--- src/design/gbe_pkg.sv ---
// ----------------------------------------------------------------------------
// gbe_pkg
// shared widths, contact mode codes and the state record of the backlash
// estimator
// ----------------------------------------------------------------------------
`default_nettype none

package gbe_pkg;

    localparam int STEP_W   = 16;
    localparam int WHEEL_W  = STEP_W + 1;
    localparam int PLAY_W   = 15;
    localparam int HYST_W   = 15;
    localparam int CFG_IDX_W = 2;
    localparam int CFG_DATA_W = 15;

    // internal arithmetic width, wide enough for motor - wheel + position
    // with the position itself outside the play range after contact breaks
    localparam int CALC_W = ((STEP_W > PLAY_W + 1) ? STEP_W : PLAY_W + 1) + 3;

    typedef enum logic [1:0] {
        MODE_LOW  = 2'd0,
        MODE_NONE = 2'd1,
        MODE_HIGH = 2'd2
    } mode_t;

    typedef enum logic [CFG_IDX_W-1:0] {
        REG_PLAY_MAXIMUM     = 2'd0,
        REG_ACCEL_HYSTERESIS = 2'd1
    } cfg_reg_t;

    // position is signed: leaving contact can put it below zero or above max
    typedef struct packed {
        mode_t                     mode;
        logic signed [CALC_W-1:0]  pos;
        logic signed [STEP_W-1:0]  prev;
        logic signed [STEP_W-1:0]  cws;
    } gbe_state_t;

endpackage

`default_nettype wire

--- src/design/gbe_core.sv ---
// ----------------------------------------------------------------------------
// gbe_core
// next-state and wheel estimate for one motor increment
// ----------------------------------------------------------------------------
`default_nettype none

module gbe_core (
    input  wire gbe_pkg::gbe_state_t                 cur_state,
    input  wire logic signed [gbe_pkg::STEP_W-1:0]   motor_step,
    input  wire logic [gbe_pkg::PLAY_W-1:0]          play_maximum,
    input  wire logic [gbe_pkg::HYST_W-1:0]          accel_hysteresis,
    output gbe_pkg::gbe_state_t                      nxt_state,
    output logic signed [gbe_pkg::WHEEL_W-1:0]       wheel_step,
    output gbe_pkg::mode_t                           contact_mode
);
    import gbe_pkg::*;

    logic signed [CALC_W-1:0] motor_x;
    logic signed [CALC_W-1:0] prev_x;
    logic signed [CALC_W-1:0] cws_x;
    logic signed [CALC_W-1:0] pos_x;
    logic signed [CALC_W-1:0] pmax_x;
    logic signed [CALC_W-1:0] hyst_x;
    logic signed [CALC_W-1:0] accel;
    logic signed [CALC_W-1:0] newpos;
    logic signed [CALC_W-1:0] wheel_x;
    logic                     wheel_ovf;

    assign motor_x = CALC_W'(motor_step);
    assign prev_x  = CALC_W'(cur_state.prev);
    assign cws_x   = CALC_W'(cur_state.cws);
    assign pos_x   = cur_state.pos;
    assign pmax_x  = CALC_W'($signed({1'b0, play_maximum}));
    assign hyst_x  = CALC_W'($signed({1'b0, accel_hysteresis}));
    assign accel   = motor_x - prev_x;
    assign newpos  = motor_x - cws_x + pos_x;

    always_comb begin
        nxt_state      = cur_state;
        nxt_state.prev = motor_step;
        wheel_x        = cws_x;
        case (cur_state.mode)
            MODE_LOW: begin
                if (accel <= hyst_x) begin
                    wheel_x       = motor_x;
                    nxt_state.cws = motor_step;
                    nxt_state.pos = '0;
                end else if (newpos > pmax_x) begin
                    nxt_state.mode = MODE_HIGH;
                    nxt_state.pos  = pmax_x;
                    wheel_x        = motor_x - pmax_x;
                end else begin
                    nxt_state.mode = MODE_NONE;
                    nxt_state.pos  = newpos;
                end
            end
            MODE_NONE: begin
                if (newpos > pmax_x) begin
                    nxt_state.mode = MODE_HIGH;
                    nxt_state.pos  = pmax_x;
                    wheel_x        = motor_x - pmax_x;
                end else if (newpos < 0) begin
                    nxt_state.mode = MODE_LOW;
                    nxt_state.pos  = '0;
                    wheel_x        = motor_x + pmax_x;
                end else begin
                    nxt_state.pos  = newpos;
                end
            end
            MODE_HIGH: begin
                if (accel >= -hyst_x) begin
                    wheel_x       = motor_x;
                    nxt_state.cws = motor_step;
                    nxt_state.pos = pmax_x;
                end else if (newpos < 0) begin
                    nxt_state.mode = MODE_LOW;
                    nxt_state.pos  = '0;
                    wheel_x        = motor_x + pmax_x;
                end else begin
                    nxt_state.mode = MODE_NONE;
                    nxt_state.pos  = newpos;
                end
            end
            default: begin
                // unused code: start over out of contact, history cleared
                nxt_state.mode = MODE_NONE;
                nxt_state.pos  = pmax_x >>> 1;
                nxt_state.prev = '0;
                nxt_state.cws  = '0;
                wheel_x        = '0;
            end
        endcase
    end

    // saturate to the wheel field
    assign wheel_ovf = (wheel_x[CALC_W-1:WHEEL_W-1]
                        != {(CALC_W - WHEEL_W + 1){wheel_x[CALC_W-1]}});

    always_comb begin
        if (wheel_ovf) begin
            wheel_step = wheel_x[CALC_W-1] ? {1'b1, {STEP_W{1'b0}}}
                                           : {1'b0, {STEP_W{1'b1}}};
        end else begin
            wheel_step = wheel_x[WHEEL_W-1:0];
        end
    end

    assign contact_mode = nxt_state.mode;

endmodule

`default_nettype wire

--- src/design/gear_backlash_estimator.sv ---
// ----------------------------------------------------------------------------
// gear_backlash_estimator
// estimates the wheel increment seen through gear backlash from the motor
// increment of each control period
// ----------------------------------------------------------------------------
// Each accepted motor increment yields exactly one result: it is held in the
// input register, then the contact logic updates the state and loads the
// result register. One item is taken every cycle while the output side is
// not stalled; the state loop (contact mode, play position, history) closes
// through the combinational contact logic. Writing either configuration
// register puts the block back out of contact with the play position at
// half the maximum and the history cleared; write only while no item is in
// flight.
`default_nettype none

module gear_backlash_estimator (
    input  wire logic                                aclk,
    input  wire logic                                aresetn,
    // input items
    input  wire logic                                s_valid,
    output logic                                     s_ready,
    input  wire logic signed [gbe_pkg::STEP_W-1:0]   s_motor_step,
    // result items
    output logic                                     m_valid,
    input  wire logic                                m_ready,
    output logic signed [gbe_pkg::WHEEL_W-1:0]       m_wheel_step,
    output logic [1:0]                               m_contact_mode,
    // configuration writes
    input  wire logic                                cfg_valid,
    output logic                                     cfg_ready,
    input  wire logic [gbe_pkg::CFG_IDX_W-1:0]       cfg_index,
    input  wire logic [gbe_pkg::CFG_DATA_W-1:0]      cfg_data
);
    import gbe_pkg::*;

    logic [PLAY_W-1:0]         play_max_reg;
    logic [HYST_W-1:0]         hyst_reg;
    gbe_state_t                state_reg;
    gbe_state_t                state_next;
    logic                      in_valid_reg;
    logic signed [STEP_W-1:0]  in_motor_reg;
    logic                      out_valid_reg;
    logic signed [WHEEL_W-1:0] out_wheel_reg;
    mode_t                     out_mode_reg;
    logic signed [WHEEL_W-1:0] wheel_next;
    mode_t                     mode_next;
    logic                      advance;
    logic                      cfg_hit;
    logic [PLAY_W-1:0]         new_play_max;

    gbe_core u_core (
        .cur_state        (state_reg),
        .motor_step       (in_motor_reg),
        .play_maximum     (play_max_reg),
        .accel_hysteresis (hyst_reg),
        .nxt_state        (state_next),
        .wheel_step       (wheel_next),
        .contact_mode     (mode_next)
    );

    assign advance   = in_valid_reg && (!out_valid_reg || m_ready);
    assign s_ready   = !in_valid_reg || advance;
    assign cfg_ready = 1'b1;
    assign cfg_hit   = cfg_valid && ((cfg_index == REG_PLAY_MAXIMUM)
                                     || (cfg_index == REG_ACCEL_HYSTERESIS));
    assign new_play_max = (cfg_index == REG_PLAY_MAXIMUM) ? cfg_data[PLAY_W-1:0]
                                                          : play_max_reg;

    always_ff @(posedge aclk) begin
        if (!aresetn) begin
            play_max_reg   <= '0;
            hyst_reg       <= '0;
            state_reg.mode <= MODE_NONE;
            state_reg.pos  <= '0;
            state_reg.prev <= '0;
            state_reg.cws  <= '0;
            in_valid_reg   <= 1'b0;
            out_valid_reg  <= 1'b0;
        end else begin
            if (cfg_hit) begin
                play_max_reg   <= new_play_max;
                if (cfg_index == REG_ACCEL_HYSTERESIS) begin
                    hyst_reg <= cfg_data[HYST_W-1:0];
                end
                state_reg.mode <= MODE_NONE;
                state_reg.pos  <= CALC_W'(new_play_max >> 1);
                state_reg.prev <= '0;
                state_reg.cws  <= '0;
            end else if (advance) begin
                state_reg <= state_next;
            end
            if (s_valid && s_ready) begin
                in_valid_reg <= 1'b1;
            end else if (advance) begin
                in_valid_reg <= 1'b0;
            end
            if (advance) begin
                out_valid_reg <= 1'b1;
            end else if (m_ready) begin
                out_valid_reg <= 1'b0;
            end
        end
    end

    // payload registers
    always_ff @(posedge aclk) begin
        if (s_valid && s_ready) begin
            in_motor_reg <= s_motor_step;
        end
        if (advance) begin
            out_wheel_reg <= wheel_next;
            out_mode_reg  <= mode_next;
        end
    end

    assign m_valid        = out_valid_reg;
    assign m_wheel_step   = out_wheel_reg;
    assign m_contact_mode = out_mode_reg;

    // in low contact the play sits at zero, in high contact at the maximum
    a_low_pos: assert property (@(posedge aclk) disable iff (!aresetn)
        (state_reg.mode == MODE_LOW) |-> (state_reg.pos == '0))
        else $error("low contact with nonzero play position");

    a_high_pos: assert property (@(posedge aclk) disable iff (!aresetn)
        (state_reg.mode == MODE_HIGH) |-> (state_reg.pos == CALC_W'(play_max_reg)))
        else $error("high contact away from play maximum");

    a_mode_known: assert property (@(posedge aclk) disable iff (!aresetn)
        (state_reg.mode == MODE_LOW) || (state_reg.mode == MODE_NONE)
        || (state_reg.mode == MODE_HIGH))
        else $error("contact state holds the unused code");

    a_cfg_reinit: assert property (@(posedge aclk) disable iff (!aresetn)
        cfg_hit |=> (state_reg.mode == MODE_NONE) && (state_reg.prev == '0)
                    && (state_reg.cws == '0))
        else $error("configuration write did not reinitialise the state");

    a_result_loaded: assert property (@(posedge aclk) disable iff (!aresetn)
        advance |=> m_valid)
        else $error("computed item missing at the output");

endmodule

`default_nettype wire
--- config.mk ---
export PLATFORM = sky130hd
export DESIGN_NAME = gear_backlash_estimator
export DESIGN_NICKNAME = d
export VERILOG_FILES = /design/src/design/gbe_pkg.sv /design/src/design/gbe_core.sv /design/src/design/gear_backlash_estimator.sv
export SDC_FILE = /design/constraint.sdc
export NUM_CORES = 1
export LEC_CHECK = 0
export BUFFER_PORTS_ARGS = -buffer_cell sky130_fd_sc_hd__buf_2
export CORE_UTILIZATION = 47
export DETAILED_ROUTE_END_ITERATION = 8
export GPL_TIMING_DRIVEN = 0
export PLACE_DENSITY = 0.66
export SYNTH_ARGS = -nofsm -noshare
export SYNTH_HDL_FRONTEND = slang
export SYNTH_HIERARCHICAL = 1
export SYNTH_SLANG_ARGS = --single-unit
--- constraint.sdc ---
create_clock -name aclk -period 4.98 [get_ports aclk]
set_input_delay 0.249 -clock aclk [delete_from_list [all_inputs] [get_ports aclk]]
set_output_delay 0.249 -clock aclk [all_outputs]
set_load 0.005 [all_outputs]
==> impl_metrics.ini <==
[timing]
period_share_pct = 119
grt_setup_unrepaired = true
slew_viol_final = 0
min_period_ns = 5.94
worstMarginPinSlew_ns = 0.793
setup_slack_ns = -0.956
fmax_ghz = 0.168
finalHoldViolCount = 0
slew_headroom_pct = 46.5
finClkSkew_ns = 0.0156
setup_viol = 56
hold_slack_ns = 0.00785

[global_routing]
grt-busiest-layer = met2
grt_antenna_before_repair = 0
grt_max_degree = 19
grt_pass1_vias = 10939
grt_use_met1_pct = 48.3
grtUsageTotal_pct = 35.1
use_met2_pct = 52.6
grtUsageMet3_pct = 8.95
overflow = 0
grt_pass1_wl_mm = 64.4

[die]
coreArea_um2 = 23500
fp-row-count = 56
die_w_um = 157
initial_utilization_pct = 48.0
io_pins = 60
die_y_um = 157
die_area_um2 = 24700

[critical_path]
cp_slowest_cell = edfxtp_1
start_kind = flop
slowest_delay_ns = 0.49
required_ns = 5.29
critPathKind = reg2reg
cpMostUsedCell = a21o_1
crit_fanout = 5
end_kind = flop
crit_arrival_ns = 6.24

[detailed_routing]
vias = 12384
vias_per_cell = 6.29
drtIter0Drc = 1727
dr.pass1.iters = 8
routedWlPerCell_um = 22.6
drcViolationCount = 0
routed_wl_mm = 44.4
drtAntennaViolNets = 0

[cts]
cts_root_buf = clkbuf_16
cts_tree = built
numCtsBuffers = 17
clock_latency_ns = 0.44
cts_buffer_depth = 2
cts.sinks = 120
clk_pin_slew_ns = 0.07
cts_max_level = 4

[power]
netSwitchingFraction_pct = 41.6
p_comb_share_pct = 54.6
p_seq_share_pct = 22.1
p_total_uw = 5320
netSwitchingPower_uw = 2210
power.internal_uw = 3100
power.leakage_uw = 0.00582
vdd_drop_max_v = 0.000277
powerDensity_nw_per_um2 = 371
p_clk_share_pct = 23.4

[logic_synthesis]
synth_simple_gate_area_share_pct = 16.3
synth_top_family_by_area = compound AO/OA/AOI/OAI gates
yosysSeqAreaShare_pct = 24.3
synth.distinct_cells = 86
synthXorXnorAreaFrac_pct = 4.49
yosys_warnings = 6
ys.flop_type = dfxtp_1
synth-seq-cells = 120
synth-async-reset-ratio_pct = 0
synthMuxAreaShare_pct = 2.61
postSynthAreaPerCell_um2 = 7.88
syn_area_um2 = 11300
synth_nets = 1609
synth-edff-count = 35
netlist_instances = 1435
synth_fa_ha_area_share_pct = 16.4
synth_compound_area_share_pct = 27.6

[placed_design]
gp_congestion = 1.01
hpwl_mm = 31.4
placed_cells = 1812
portBuffers = 57

[cells_and_area]
regArea_um2 = 2760
largest_reg_flops = 53
multi_input_area_um2 = 8210
syn2layout_area_growth_pct = 26.8
drive_gt1_share_pct = 23.2
layout.nets = 1811
layout.cells.non_filler = 1969
num-fill-cells = 2091
diodes = 0

[outcome]
violations = setup timing
outcome = finished with violations

[run]
max-cap-violations = 0

[hold_path]
hold_path_class = in2reg
-- synthesized netlist by cell type, drive strengths merged, types with 10 or more instances --
library cell    n  area (um^2)
inv           143          537
a21oi         134          674
o21ai         127          636
ha            115         1440
nor2          109          409
nand2          95          357
dfxtp          85         1700
nand3          58          290
clkbuf         47          180
xnor2          42          368
edfxtp         35         1050
buf            33          210
a31oi          26          163
a21o           24          181
a21boi         21          158
fa             21          420
a221o          20          200
nor3           20          100
nand2b         18          113
mux2           17          195
a22oi          16          120
xor2           16          140
nor2b          15         93.8
nand4          14         87.6
o211ai         14          105
o21a           14          105
and3           11         70.1
a221oi         10         87.6
mux2i          10          100
-- final timing paths --
check	endpoint	slack (ns)	cells past startpoint	start
worst min-delay path	in_motor_reg[15]	0.008	1	s_motor_step[15]
worst max-delay path	state_reg[40]	-0.96	26	in_motor_reg[1]
worst max register to register	state_reg[40]	-0.96	26	in_motor_reg[1]
worst min register to register	hyst_reg[12]	0.47	2	hyst_reg[12]
-- layout make-up --
type / instances / area share, %
plain buffers: 74 / 3.04
clock buffers: 17 / 2.97
clock inverters: 15 / 1.07
inverters: 145 / 3.80
multi-input cells: 1090 / 57.3
flip-flops and latches: 120 / 19.2
well taps: 319 / 2.78
repair buffers: 189 / 9.84
-- power by group through the flow --
stage                     Clock, uW  Combinational (uW)  Sequential [uW]
after floorplan                   0                1580             1170
after global placement            0                2110             1200
after detailed placement          0                2130             1210
after CTS                      1250                2500             1170
after global routing           1280                3090             1180
final                          1240                2900             1170
-- per-layer routing --
| layer | share of wire [%] | wire length (um) | up-vias |
|---|---|---|---|
| met1 | 41 | 18300 | 5865 |
| met5 | 0 | 0 | - |
| met3 | 12 | 5340 | 170 |
| met2 | 42 | 18700 | 794 |
| met4 | 4.8 | 2110 | 0 |
| li1 | - | - | 5555 |
-- worst max-delay path: cells and delay by family, from the launching register on --
kind	cells	cell delay [ns]
AO/OA/AOI/OAI	13	2.36
XOR/XNOR	1	0.25
adder cells (fa/ha/maj)	4	1.54
buffers and inverters	3	0.36
flip-flops	1	0.49
AND/OR/NAND/NOR	5	0.85
-- through the flow --
stage | area (um^2) | setup TNS (ns) | util (%) | setup WS (ns)
2_1_floorplan | 11400 | -2.49 | - | -0.172
3_3_place_gp | 12100 | -49.62 | 51.2 | -1.31
3_5_place_dp | 12100 | -49.98 | 51.3 | -1.31
4_1_cts | 13800 | -17.49 | 58.5 | -0.660
5_1_grt | 14300 | -43.47 | 60.9 | -1.15
6_report | 14300 | -32.47 | 60.9 | -0.956
-- logic make-up (layout without fill, tap and decap cells) --
family | after synthesis | in the layout
compound gates | 484 | 484
xor+xnor | 58 | 58
fa+ha+maj | 136 | 136
buf+inv | 225 | 440
flops | 120 | 120
mux | 27 | 27
other cells | 1 | 1
simple gates | 384 | 384
-- timing repair --
item	4_1_cts	5_1_grt
endpoints found under the setup margin	56	57
resized for setup	101	83
hold endpoints to repair	14	0
cloned	3	1
hold buffers	14	0
pin swaps	54	76
setup buffers	87	32
-- cell usage in the layout, fill, tap and decap left out, types with 41 or more instances in the layout --
| master | instances |
|---|---|
| buf_4 | 101 |
| o21ai_0 | 106 |
| a21oi_1 | 112 |
| xnor2_1 | 41 |
| nor2_1 | 103 |
| nand2_1 | 92 |
| dfxtp_1 | 83 |
| buf_2 | 72 |
| inv_1 | 136 |
| nand3_1 | 49 |
| ha_1 | 107 |
(Power assumes the default switching activity.)
